### config.mk
export PLATFORM = sky130hd
export DESIGN_NAME = key_matrix_six_slot_report
export DESIGN_NICKNAME = d
export VERILOG_FILES = /design/src/kmsr_pkg.sv /design/src/kmsr_ctrl.sv /design/src/kmsr_datapath.sv /design/src/key_matrix_six_slot_report.sv
export SDC_FILE = /design/constraint.sdc
export NUM_CORES = 1
export LEC_CHECK = 0
export ABC_AREA = 1
export BUFFER_PORTS_ARGS = -buffer_cell sky130_fd_sc_hd__clkbuf_2
export CORE_MARGIN = 1.5
export CORE_UTILIZATION = 53
export DETAILED_ROUTE_END_ITERATION = 6
export PLACE_DENSITY = 0.77
export SYNTH_ARGS = -nofsm -noshare
export SYNTH_HDL_FRONTEND = slang
export SYNTH_HIERARCHICAL = 1
export SYNTH_SLANG_ARGS = --single-unit
### constraint.sdc
create_clock -name clock -period 6.2 [get_ports clock]
set_input_delay 1.24 -clock clock [delete_from_list [all_inputs] [get_ports clock]]
set_output_delay 1.24 -clock clock [all_outputs]
set_load 0.05 [all_outputs]
### src/kmsr_pkg.sv
`timescale 1ns / 1ps
package kmsr_pkg;

   localparam int KEY_ROWS     = 4;
   localparam int KEY_COLS     = 4;
   localparam int REPORT_SLOTS = 6;

   localparam int KEY_W        = 4;    // 16 matrix positions
   localparam int KEY_LAST     = 15;
   localparam int SLOT_FIELDS  = 6;
   localparam int CODE_W       = 8;
   localparam int MAP_W        = 64;

   localparam logic CSR_KEYMAP_LOW  = 1'b0;
   localparam logic CSR_KEYMAP_HIGH = 1'b1;

   localparam logic [MAP_W-1:0] KEYMAP_LOW_RST  = 64'h0B0A_0908_0706_0504;
   localparam logic [MAP_W-1:0] KEYMAP_HIGH_RST = 64'h1312_1110_0F0E_0D0C;

   typedef logic [CODE_W-1:0] code_type;

   typedef struct packed {
      logic start;     // latch a new scan, rewind the key walk
      logic step;      // process the current key, advance
      logic publish;   // copy the report into the output registers
   } cmd_type;

   typedef struct packed {
      logic last_key;
   } status_type;

   function automatic logic key_in_matrix(input logic [KEY_W-1:0] k);
      return ({1'b0, k[3:2]} < 3'(KEY_ROWS)) && ({1'b0, k[1:0]} < 3'(KEY_COLS));
   endfunction

endpackage

### src/kmsr_ctrl.sv
`timescale 1ns / 1ps
module kmsr_ctrl (
   input  logic                clock,
   input  logic                reset,
   input  logic                req_valid,
   output logic                req_ready,
   output logic                rsp_valid,
   input  logic                rsp_ready,
   input  kmsr_pkg::status_type status,
   output kmsr_pkg::cmd_type   cmd
);
   import kmsr_pkg::*;

   localparam logic [1:0] ST_IDLE   = 2'd0;
   localparam logic [1:0] ST_WALK   = 2'd1;
   localparam logic [1:0] ST_FINISH = 2'd2;

   logic [1:0] state_ff, state_in;
   logic       rsp_valid_ff, rsp_valid_in;
   logic       out_free;

   assign req_ready = (state_ff == ST_IDLE);
   assign rsp_valid = rsp_valid_ff;
   assign out_free  = !rsp_valid_ff || rsp_ready;

   always_comb begin
      state_in    = state_ff;
      cmd.start   = 1'b0;
      cmd.step    = 1'b0;
      cmd.publish = 1'b0;
      case (state_ff)
         ST_IDLE: begin
            if (req_valid) begin
               cmd.start = 1'b1;
               state_in  = ST_WALK;
            end
         end
         ST_WALK: begin
            cmd.step = 1'b1;
            if (status.last_key) state_in = ST_FINISH;
         end
         ST_FINISH: begin
            // wait for the output register to be free
            if (out_free) begin
               cmd.publish = 1'b1;
               state_in    = ST_IDLE;
            end
         end
         default: state_in = ST_IDLE;
      endcase
   end

   always_comb begin
      if (cmd.publish) rsp_valid_in = 1'b1;
      else             rsp_valid_in = rsp_valid_ff && !rsp_ready;
   end

   always_ff @(posedge clock) begin
      if (reset) begin
         state_ff     <= ST_IDLE;
         rsp_valid_ff <= 1'b0;
      end else begin
         state_ff     <= state_in;
         rsp_valid_ff <= rsp_valid_in;
      end
   end

endmodule

### src/kmsr_datapath.sv
`timescale 1ns / 1ps
module kmsr_datapath (
   input  logic                 clock,
   input  logic                 reset,
   input  kmsr_pkg::cmd_type    cmd,
   output kmsr_pkg::status_type status,
   input  logic [15:0]          req_keys_pressed,
   input  logic                 csr_write,
   input  logic                 csr_index,
   input  logic [63:0]          csr_data,
   output kmsr_pkg::code_type   rsp_slots [kmsr_pkg::SLOT_FIELDS],
   output logic                 rsp_report_changed,
   output logic [15:0]          rsp_held_map
);
   import kmsr_pkg::*;

   logic [MAP_W-1:0] keymap_low_ff, keymap_low_in;
   logic [MAP_W-1:0] keymap_high_ff, keymap_high_in;
   logic [15:0]      scan_ff;
   logic [KEY_W-1:0] key_ff, key_in;
   logic [15:0]      held_ff, held_in;
   logic             changed_ff, changed_in;
   code_type         slots_ff [REPORT_SLOTS];
   code_type         slots_in [REPORT_SLOTS];
   code_type         out_slot_ff [SLOT_FIELDS];
   logic             out_changed_ff;
   logic [15:0]      out_held_ff;

   logic [2*MAP_W-1:0] keymap;
   code_type           code;
   logic               closed, held, press, release_key;
   logic               seen_empty, seen_match;
   logic [REPORT_SLOTS-1:0] put_hit, clr_hit;

   assign status.last_key = (key_ff == KEY_W'(KEY_LAST));

   assign keymap      = {keymap_high_ff, keymap_low_ff};
   assign code        = keymap[{key_ff, 3'b000} +: CODE_W];
   assign closed      = scan_ff[key_ff];
   assign held        = held_ff[key_ff];
   assign press       = key_in_matrix(key_ff) && closed && !held;
   assign release_key = key_in_matrix(key_ff) && !closed && held;

   // first empty slot and first slot holding this code
   always_comb begin
      seen_empty = 1'b0;
      seen_match = 1'b0;
      for (int i = 0; i < REPORT_SLOTS; i++) begin
         put_hit[i] = !seen_empty && (slots_ff[i] == '0);
         clr_hit[i] = !seen_match && (slots_ff[i] == code);
         seen_empty = seen_empty || (slots_ff[i] == '0);
         seen_match = seen_match || (slots_ff[i] == code);
      end
   end

   always_comb begin
      key_in     = key_ff;
      held_in    = held_ff;
      changed_in = changed_ff;
      for (int i = 0; i < REPORT_SLOTS; i++) slots_in[i] = slots_ff[i];
      if (cmd.start) begin
         key_in     = '0;
         changed_in = 1'b0;
      end else if (cmd.step) begin
         key_in = key_ff + 1'b1;
         if (press) begin
            held_in[key_ff] = 1'b1;
            changed_in      = 1'b1;
            for (int i = 0; i < REPORT_SLOTS; i++)
               if (put_hit[i]) slots_in[i] = code;
         end else if (release_key) begin
            held_in[key_ff] = 1'b0;
            changed_in      = 1'b1;
            for (int i = 0; i < REPORT_SLOTS; i++)
               if (clr_hit[i]) slots_in[i] = '0;
         end
      end
   end

   always_comb begin
      keymap_low_in  = keymap_low_ff;
      keymap_high_in = keymap_high_ff;
      if (csr_write) begin
         case (csr_index)
            CSR_KEYMAP_LOW:  keymap_low_in  = csr_data;
            CSR_KEYMAP_HIGH: keymap_high_in = csr_data;
            default: ;
         endcase
      end
   end

   always_ff @(posedge clock) begin
      if (reset) begin
         keymap_low_ff  <= KEYMAP_LOW_RST;
         keymap_high_ff <= KEYMAP_HIGH_RST;
         key_ff         <= '0;
         held_ff        <= '0;
         changed_ff     <= 1'b0;
         for (int i = 0; i < REPORT_SLOTS; i++) slots_ff[i] <= '0;
      end else begin
         keymap_low_ff  <= keymap_low_in;
         keymap_high_ff <= keymap_high_in;
         key_ff         <= key_in;
         held_ff        <= held_in;
         changed_ff     <= changed_in;
         for (int i = 0; i < REPORT_SLOTS; i++) slots_ff[i] <= slots_in[i];
      end
   end

   always_ff @(posedge clock) begin
      if (cmd.start) scan_ff <= req_keys_pressed;
      if (cmd.publish) begin
         out_changed_ff <= changed_ff;
         out_held_ff    <= held_ff;
      end
   end

   for (genvar g = 0; g < SLOT_FIELDS; g++) begin : g_out
      if (g < REPORT_SLOTS) begin : g_shown
         always_ff @(posedge clock) begin
            if (cmd.publish) out_slot_ff[g] <= slots_ff[g];
         end
      end else begin : g_absent
         always_ff @(posedge clock) begin
            if (cmd.publish) out_slot_ff[g] <= '0;
         end
      end
      assign rsp_slots[g] = out_slot_ff[g];
   end

   assign rsp_report_changed = out_changed_ff;
   assign rsp_held_map       = out_held_ff;

endmodule

### src/key_matrix_six_slot_report.sv
`timescale 1ns / 1ps
// Six-slot keyboard report builder for a 4x4 key matrix.
// req_ channel: one full matrix scan per request (req_keys_pressed, bit row*4+col).
// rsp_ channel: one report per scan: six keycode slots, a changed flag and the
//   map of keys held after the scan.
// csr_ channel: csr_index 0 writes keymap_low, 1 writes keymap_high (one byte
//   per key, key 0 in the lowest byte); always ready, write only while idle.
// Each scan walks the 16 matrix positions one per cycle through the slot
//   update logic, then publishes the report into the output register;
//   req_ready rises in the same cycle the report becomes valid, and a scan
//   is never accepted while another is being walked.
// The finished report sits in an output register; a new scan may be accepted
//   and walked while it waits. If the receiver stalls, the next report waits
//   after the walk until the output register frees, and req_ready
//   stays low meanwhile.
// Reset (synchronous) clears the held map and all slots, restores the default
//   keymap and drops any pending report.
module key_matrix_six_slot_report (
   input  logic        clock,
   input  logic        reset,
   input  logic        req_valid,
   output logic        req_ready,
   input  logic [15:0] req_keys_pressed,
   output logic        rsp_valid,
   input  logic        rsp_ready,
   output logic [7:0]  rsp_slot_0,
   output logic [7:0]  rsp_slot_1,
   output logic [7:0]  rsp_slot_2,
   output logic [7:0]  rsp_slot_3,
   output logic [7:0]  rsp_slot_4,
   output logic [7:0]  rsp_slot_5,
   output logic        rsp_report_changed,
   output logic [15:0] rsp_held_map,
   input  logic        csr_valid,
   output logic        csr_ready,
   input  logic        csr_index,
   input  logic [63:0] csr_data
);
   import kmsr_pkg::*;

   cmd_type    cmd;
   status_type status;
   code_type   slots [SLOT_FIELDS];

   assign csr_ready = 1'b1;

   kmsr_ctrl u_ctrl (
      .clock     (clock),
      .reset     (reset),
      .req_valid (req_valid),
      .req_ready (req_ready),
      .rsp_valid (rsp_valid),
      .rsp_ready (rsp_ready),
      .status    (status),
      .cmd       (cmd)
   );

   kmsr_datapath u_dp (
      .clock              (clock),
      .reset              (reset),
      .cmd                (cmd),
      .status             (status),
      .req_keys_pressed   (req_keys_pressed),
      .csr_write          (csr_valid && csr_ready),
      .csr_index          (csr_index),
      .csr_data           (csr_data),
      .rsp_slots          (slots),
      .rsp_report_changed (rsp_report_changed),
      .rsp_held_map       (rsp_held_map)
   );

   assign rsp_slot_0 = slots[0];
   assign rsp_slot_1 = slots[1];
   assign rsp_slot_2 = slots[2];
   assign rsp_slot_3 = slots[3];
   assign rsp_slot_4 = slots[4];
   assign rsp_slot_5 = slots[5];

endmodule

==> out/results.ini, run 1 <==
[power]
max-vdd-ir-drop_v=0.000204
swShare=0.254
p_leak_nw=6.14
internal_power_w=0.00316
p_switching_w=0.00107
p_comb_frac=0.119
powerDensity_nw_per_um2=297
clockPowerShare=0.414
seqPwrFrac=0.467

[grt]
overflow=0
antenna_found_initial=0
grt_max_degree=97
grt_pass1_wl_um=50700
grt_usage=0.258
first_global_vias=10103

[routing]
drc_errors=0
via_count=10778
ant_nets=0
wl_um=30700
dr.pass1.iters=5
drt_iter0_markers=995
wire_per_inst_um=15.2
drt-vias-per-instance=5.35

[yosys]
ys_ff_latch=281
ys_types=43
ys_seq_area_frac=0.516
syn_inst=1571
synth_top_area_frac=0.321
netlist_area_um2=12500
avgSynthCellArea_um2=7.93
postSynthNetCount=1662
ys_warn_count=6
synth.area.top_cells=dfxtp_1, edfxtp_1, nand2_1
post-synth-top-area-cell=dfxtp_1

[clocking]
clk_pin_slew_ns=0.06
cts_tree=yes
cts_hold_buf=0
cts-resized-gates=0
clock_path_buffers=3
cts_root_buf=clkbuf_16
cts_setup_buffers=0
clock-sinks=281
htreeDepth=1
numCtsBuffers=28
worstSkewPairLatency_ns=0.54

[run_status]
status=finished clean

[timing]
fmax_ghz=0.244
setup-tns-final_ns=0
min_period_over_period=0.660
drv_slew=0
fin_ws_ns=2.11
slew-limit-headroom=0.334
rsz0062_at_grt=no
finalHoldViolCount=0
worst_pin_slew_ns=0.997
post-route-min-period_ns=4.09
setup_viol_count_final=0
clock_skew_ns=0.0147

[finish]
final_common_cell=nand2_1
layout_common_cells=nand2_1, dfxtp_1, inv_1
num-fill-cells=2007
antenna_cells=0
multi_input_area_um2=4920
drive_above_1_share=0.151
seq_area_um2=6440
syn_to_final_growth_pct=14.4
nets=1772

[critical_path]
r2r_start=u_dp/key_ff[0]
critPathKind=flip-flop to flip-flop
crit_path_max_fanout=96
cp_data_required_time_ns=6.59
arrival_ns=4.48
critPathCaptureType=flip-flop
start_kind=flip-flop
cp-startpoint=u_dp/key_ff[0]

[floorplan]
fp-row-count=55
core_area_um2=22800
io_pins=154
die_y_um=156
start_util=0.545
die_w_um=156
die-area_um2=24400

[place]
io_buffers=152
post-place-ws_ns=2.23
finalWeightedCongestion=0.879
dp_hpwl_um=20400

[job]
drv_cap=0

[min_path]
hold_path.startpoint=u_dp/keymap_low_ff[61]
hp-class=flip-flop to flip-flop

-- final timing paths --
path / to / slack [ns] / cells past startpoint
min reg2reg: u_dp/keymap_low_ff[61] / 0.45 / 2
min: u_dp/keymap_low_ff[61] / 0.45 / 2
max reg2reg: u_dp/slots_ff[0][44] / 2.11 / 13
max: u_dp/slots_ff[0][44] / 2.11 / 13
-- synthesized netlist by cell type (all sizes together) --
cell,instances
xor2,15
clkbuf,50
nand3,58
dfxtp,200
buf,34
a21oi,144
conb,1
inv,181
nor4,5
o211ai,36
edfxtp,81
a311oi,16
or2,3
a22o,1
nand4,12
nand2,408
a221oi,1
and2,1
xnor2,8
nor3,9
nor2,162
o21ba,1
clkinv,1
o21ai,129
o22ai,9
ha,5
-- layer usage --
metal | wire [um] | up-vias | share of wire | GRT usage
met3 | 2290 | 66 | 0.075 | 0.0313
met5 | 0 | - | 0 | 0
met4 | 947 | 0 | 0.031 | 0.0952
met1 | 13500 | 4939 | 0.44 | 0.356
met2 | 14000 | 438 | 0.46 | 0.417
li1 | - | 5335 | - | -
-- critical path, cell delays in order, from the launching register on --
cell and delay (ns):
dfxtp_2 0.35, buf_4 0.75, o21ai_0 0.17, o22ai_1 0.20, a22o_1 0.17, a221oi_1 0.05, ha_1 0.34, or2_2 0.32
nor2_2 0.38, inv_1 0.26, a21oi_1 0.55, nand2_2 0.24, nand2_1 0.12, a21oi_1 0.06
-- registers in the layout (all words and copies together), names as in the netlist, named ones only --
register and cells:
u_ctrl/state_ff 2, u_dp/key_ff 4, u_dp/rsp_held_map 16, u_dp/slots_ff 48, u_dp/changed_ff 1, u_dp/out_slot_ff 48
u_dp/scan_ff 16, u_ctrl/rsp_valid 1, u_dp/rsp_report_changed 1, u_dp/keymap_low_ff 64, u_dp/keymap_high_ff 64
-- area by class of cell --
cell class,instances,area share
Timing Repair Buffer,164,0.0597
Sequential cell,281,0.452
Multi-Input combinational cell,1024,0.345
Inverter,182,0.0483
Clock buffer,38,0.0547
Tap cell,313,0.0275
Clock inverter,14,0.0130
-- logic make-up after synthesis --
| group | share of synthesized area |
|---|---|
| simple gates | 0.221 |
| compound gates | 0.151 |
| flops | 0.516 |
| buf+inv | 0.0897 |
| xor+xnor | 0.0162 |
| fa+ha+maj | 0.00502 |
| other cells | 0.000301 |
-- power by group through the flow --
stage	logic [W]	registers, W	clock network, W
2_1_floorplan	0.000369	0.00201	0
5_1_grt	0.000566	0.00198	0.00185
3_5_place_dp	0.000492	0.00202	0
4_1_cts	0.000496	0.00198	0.00177
6_report	0.000505	0.00198	0.00175
3_3_place_gp	0.000484	0.00202	0
-- stage by stage --
step                instances  hold WS [ns]   util  total power [W]  area (um2)
finish                   2016         0.451  0.624          0.00424       14300
global route             2016         0.470  0.624          0.00440       14300
CTS                      2016         0.452  0.624          0.00425       14300
detailed placement       1964         0.442  0.582          0.00251       13300
global placement         1964         0.437  0.582          0.00250       13300
floorplan                1571         0.408      -          0.00238       12500
No activity file was read; power rests on OpenSTA's default activity.
==> run 2: changes to the inputs <==
--- a/config.mk
+++ b/config.mk
@@ -8,9 +8,9 @@
 export ABC_AREA = 1
 export BUFFER_PORTS_ARGS = -buffer_cell sky130_fd_sc_hd__clkbuf_2
 export CORE_MARGIN = 1.5
-export CORE_UTILIZATION = 53
+export CORE_UTILIZATION = 58
 export DETAILED_ROUTE_END_ITERATION = 6
-export PLACE_DENSITY = 0.77
+export PLACE_DENSITY = 0.8
 export SYNTH_ARGS = -nofsm -noshare
 export SYNTH_HDL_FRONTEND = slang
 export SYNTH_HIERARCHICAL = 1
==> constraint.sdc (replaced) <==
create_clock -name clock -period 4.1 [get_ports clock]
set_input_delay 0.82 -clock clock [delete_from_list [all_inputs] [get_ports clock]]
set_output_delay 0.82 -clock clock [all_outputs]
set_load 0.05 [all_outputs]
==> run 2 against run 1 <==
Compared with the run above: first-iteration DRC count up 9.5%; clock power up 53%; critical endpoint is now u_dp/slots_ff[0][35]; clock skew up 0.0057 ns; setup slack worse by 1.3 ns; cell count down 1.4%; total power up 52%; sequential share of layout area down 0.20 points; hold slack worse by 0.013 ns; largest power group unchanged.
==> out/results.ini, run 2 (synthesis gave the netlist of run 1 again) <==
[routing]
drt-vias-per-instance=5.45
drc_errors=0
drt_iter0_markers=1090
wire_per_inst_um=15.7
ant_nets=0
wl_um=31300
via_count=10840
dr.pass1.iters=5

[grt]
grt_max_degree=82
grt_pass1_wl_um=49600
overflow=0
antenna_found_initial=0
first_global_vias=9918
grt_usage=0.279

[place]
finalWeightedCongestion=0.910
post-place-ws_ns=0.828
io_buffers=152
dp_hpwl_um=21100

[floorplan]
core_area_um2=21000
io_pins=154
die_w_um=150
die-area_um2=22400
die_y_um=150
start_util=0.593
fp-row-count=53

[finish]
final_common_cell=nand2_1
drive_above_1_share=0.159
antenna_cells=0
fin_util=0.681
layout_common_cells=nand2_1, dfxtp_1, inv_1
syn_to_final_growth_pct=14.9
top_regs=u_dp/keymap_high_ff (64), u_dp/keymap_low_ff (64)
nets=1782

[critical_path]
slowest_stage=buf_4
reg2reg_depth=19
r2r_end=u_dp/slots_ff[0][35]
r2r_slack_ns=0.77
crit_path_max_fanout=79
arrival_ns=3.80
critPathCaptureType=flip-flop
slowest_delay_ns=0.71
critPathKind=flip-flop to flip-flop
crit_top_cell=nand2_1
start_kind=flip-flop
cp_top_family=simple AND/OR/NAND/NOR gates
cp_data_required_time_ns=4.57
crit_chain=buf_4 -> nand2_1 -> nand3_1 -> nand2_1 -> nand2_1 -> nand2_1 -> nor2_4 -> nand2_1 -> nand2_1 -> nand2_1 -> nor2_1 -> nand2_2 -> nand2_1 -> nor2_2 -> nand3_1 -> nand2_1 -> nand2_2 -> nand2_1 -> a21oi_1
crit_buf_inv=1
r2r_start=u_dp/key_ff[0]

[clocking]
clock-sinks=281
clock_path_buffers=3
cts_setup_buffers=0
numCtsBuffers=29
htreeDepth=1
clk_pin_slew_ns=0.06
cts_hold_buf=0
cts-resized-gates=0
cts_root_buf=clkbuf_16
worstSkewPairLatency_ns=0.56
cts_tree=yes

[min_path]
hold_path.startpoint=req_keys_pressed[9]
holdPathStages=1
hp-class=input port to flip-flop
worstHoldEndpoint=u_dp/scan_ff[9]

[timing]
drv_slew=0
slew-limit-headroom=0.436
min_period_over_period=0.813
rsz0062_at_grt=no
setup_viol_count_final=0
fmax_ghz=0.300
clock_skew_ns=0.0204
setup-tns-final_ns=0
fin_ws_ns=0.766
worst_pin_slew_ns=0.843
finalHoldViolCount=0
post-route-min-period_ns=3.33

[job]
drv_cap=0

[power]
max-vdd-ir-drop_v=0.000382
powerDensity_nw_per_um2=449
p_leak_nw=6.20

[run_status]
status=finished clean

run 2: cell count changes in the layout (fill, tap and decap cells not counted), sizes merged:
cell	previous run	this run
buf	12	21
clkinvlp	1	2
clkinv	8	13
clkbuf	190	185
run 2: through the flow:
| stage | cell area, um2 | total power [W] | std cells | hold WS, ns |
|---|---|---|---|---|
| global placement | 13400 | 0.00379 | 1935 | 0.437 |
| floorplan | 12500 | 0.00360 | 1571 | 0.408 |
| global route | 14300 | 0.00667 | 1988 | 0.425 |
| finish | 14300 | 0.00643 | 1988 | 0.438 |
| CTS | 14300 | 0.00645 | 1988 | 0.425 |
| detailed placement | 13400 | 0.00381 | 1935 | 0.442 |
run 2: power by group:
group	internal [W]	switching, W
logic	0.000249	0.000521
clock network	0.00158	0.00109
registers	0.00295	0.0000429
run 2: final cells by class:
type,instances,area [um2]
clock inverter,20,209
multi-input combinational,1024,4920
sequential,281,6440
timing repair buffer,173,956
inverter,182,688
fill,1693,6700
clock buffer,33,761
tap,275,344
run 2: how the worst max path moves through the flow:
stage | slack (ns) | start | to | depth (start not counted)
floorplan | 0.26 | rsp_ready | u_dp/out_slot_ff[0][0] | 2
global placement | 0.92 | u_dp/key_ff[0] | u_dp/slots_ff[0][12] | 17
detailed placement | 0.83 | u_dp/key_ff[0] | u_dp/slots_ff[0][43] | 19
CTS | 0.81 | u_dp/key_ff[0] | u_dp/slots_ff[0][35] | 19
global route | 0.41 | u_dp/key_ff[0] | u_dp/slots_ff[0][9] | 17
finish | 0.77 | u_dp/key_ff[0] | u_dp/slots_ff[0][35] | 19
run 2: layer usage:
layer	share of wire	global-route usage
met1	0.44	0.378
met2	0.46	0.454
met3	0.064	0.0384
met4	0.029	0.102
met5	0	0
==> run 3: changes to the inputs <==
--- a/config.mk
+++ b/config.mk
@@ -8,9 +8,9 @@
 export ABC_AREA = 1
 export BUFFER_PORTS_ARGS = -buffer_cell sky130_fd_sc_hd__clkbuf_2
 export CORE_MARGIN = 1.5
-export CORE_UTILIZATION = 58
+export CORE_UTILIZATION = 53
 export DETAILED_ROUTE_END_ITERATION = 6
-export PLACE_DENSITY = 0.8
+export PLACE_DENSITY = 0.77
 export SYNTH_ARGS = -nofsm -noshare
 export SYNTH_HDL_FRONTEND = slang
 export SYNTH_HIERARCHICAL = 1
==> constraint.sdc (replaced) <==
create_clock -name clock -period 3.05 [get_ports clock]
set_input_delay 0.61 -clock clock [delete_from_list [all_inputs] [get_ports clock]]
set_output_delay 0.61 -clock clock [all_outputs]
set_load 0.05 [all_outputs]
==> run 3 against run 2 <==
Compared with the run above: clock-buffer cell count is 1 higher; first-iteration DRC count is 9.2% lower; core utilization is 5.0 points lower; setup slack worse by 0.54 ns; clock power is 21% higher; clock skew is 0.0094 ns lower; via count is 0.18% lower; cell count is 2.4% higher.
==> out/results.ini, run 3 (synthesis gave the netlist of run 1 again) <==
[timing]
setup_viol_count_final=0
post-route-min-period_ns=2.82
fmax_ghz=0.354
rsz0062_at_grt=no
drv_slew=0
setup-tns-final_ns=0
clock_skew_ns=0.0109
finalHoldViolCount=0
slew-limit-headroom=0.496
worst_pin_slew_ns=0.753
min_period_over_period=0.926

[clocking]
clock_path_buffers=3
htreeDepth=1
worstSkewPairLatency_ns=0.52
cts_tree=yes
cts_root_buf=clkbuf_16
clk_pin_slew_ns=0.06
clock-sinks=281
numCtsBuffers=27

[place]
dp_hpwl_um=20800
io_buffers=152
dp.cells=1986
finalWeightedCongestion=0.886

[power]
max-vdd-ir-drop_v=0.000455
powerDensity_nw_per_um2=577
finalPower_w=0.00832
p_leak_nw=6.24

[routing]
wl_um=31200
via_count=10820
drt-vias-per-instance=5.32
drt_iter0_markers=990
ant_nets=0
dr.pass1.iters=6
wire_per_inst_um=15.3
drc_errors=0

[grt]
antenna_found_initial=0
grt_max_degree=145
grt_pass1_wl_um=50200
overflow=0
grt_usage=0.255
first_global_vias=9942

[min_path]
hold_path.startpoint=req_keys_pressed[0]
hp-class=input port to flip-flop
holdPathStages=1

[floorplan]
die-area_um2=24400
fp-row-count=55
core_area_um2=22800
io_pins=154
die_y_um=156
start_util=0.545
die_w_um=156

[critical_path]
cp_data_required_time_ns=3.50
r2r_end=u_dp/slots_ff[0][12]
arrival_ns=3.27
crit_path_max_fanout=41
reg2reg_depth=18
start_kind=flip-flop
crit_end=u_dp/slots_ff[0][12]
cp-startpoint=u_dp/key_ff[0]
r2r_slack_ns=0.23
critPathKind=flip-flop to flip-flop
r2r_start=u_dp/key_ff[0]
critPathCaptureType=flip-flop

[finish]
antenna_cells=0
num-fill-cells=2004
nets=1793
syn_to_final_growth_pct=15.7
stdcell_count=2035
layout_common_cells=nand2_1, dfxtp_1, inv_1
top_regs=u_dp/keymap_high_ff (64), u_dp/keymap_low_ff (64)
final_common_cell=nand2_1
drive_above_1_share=0.167

[job]
drv_cap=0

[run_status]
status=finished clean

-- run 3: area by class of cell --
| class | count | area [um2] | area share |
|---|---|---|---|
| flip-flops and latches | 281 | 6440 | 0.446 |
| multi-input cells | 1024 | 4940 | 0.342 |
| repair buffers | 186 | 1100 | 0.0765 |
| clock buffers | 34 | 752 | 0.0521 |
| inverters | 182 | 688 | 0.0477 |
| well taps | 313 | 392 | 0.0272 |
| clock inverters | 15 | 110 | 0.00763 |
-- run 3: how the worst min path moves through the flow --
stage                                         end
after floorplan           u_dp/rsp_report_changed
after global placement     u_dp/keymap_low_ff[61]
after detailed placement    u_dp/keymap_low_ff[1]
after CTS                         u_dp/scan_ff[0]
after global routing             u_dp/scan_ff[13]
final                             u_dp/scan_ff[0]
-- run 3: routing by layer --
layer,routed length (um),up-vias,share of wire,GRT usage
met5,0,-,0,0
li1,-,5362,-,-
met3,2220,65,0.071,0.0341
met4,940,0,0.030,0.0857
met2,14000,431,0.45,0.415
met1,14000,4962,0.45,0.350
-- run 3: power by group --
| part | switching [W] | internal (W) | total (W) |
|---|---|---|---|
| registers | 0.0000528 | 0.00397 | 0.00402 |
| logic | 0.000718 | 0.000360 | 0.00108 |
| clock network | 0.00139 | 0.00183 | 0.00322 |
-- run 3: worst max-delay path, cell delays in order, from the launching register on --
cell,delay (ns)
dfxtp_2,0.37
inv_4,0.21
buf_12,0.26
nand2_1,0.09
nand3_1,0.07
nand2_1,0.10
nand2_1,0.08
nand2_1,0.12
nor2_4,0.29
nor2_1,0.07
nor2_1,0.10
nand2_1,0.05
nor2_1,0.14
nand2_2,0.10
nand2_2,0.10
o22ai_2,0.09
nand2_2,0.22
o21ai_0,0.12
a21oi_1,0.15
-- run 3: what timing repair did --
item	CTS	global route
setup endpoints to repair	0	33
hold buffers	0	0
setup buffers	0	0
gates resized for setup	0	4
-- run 3: through the flow --
stage	util	cell area, um2	setup WS, ns	hold WS [ns]
finish	0.631	14400	0.226	0.265
global route	0.631	14400	0.0114	0.241
CTS	0.631	14400	0.108	0.238
detailed placement	0.593	13600	0.156	0.443
floorplan	-	12500	0.0136	0.408
global placement	0.593	13600	0.318	0.438
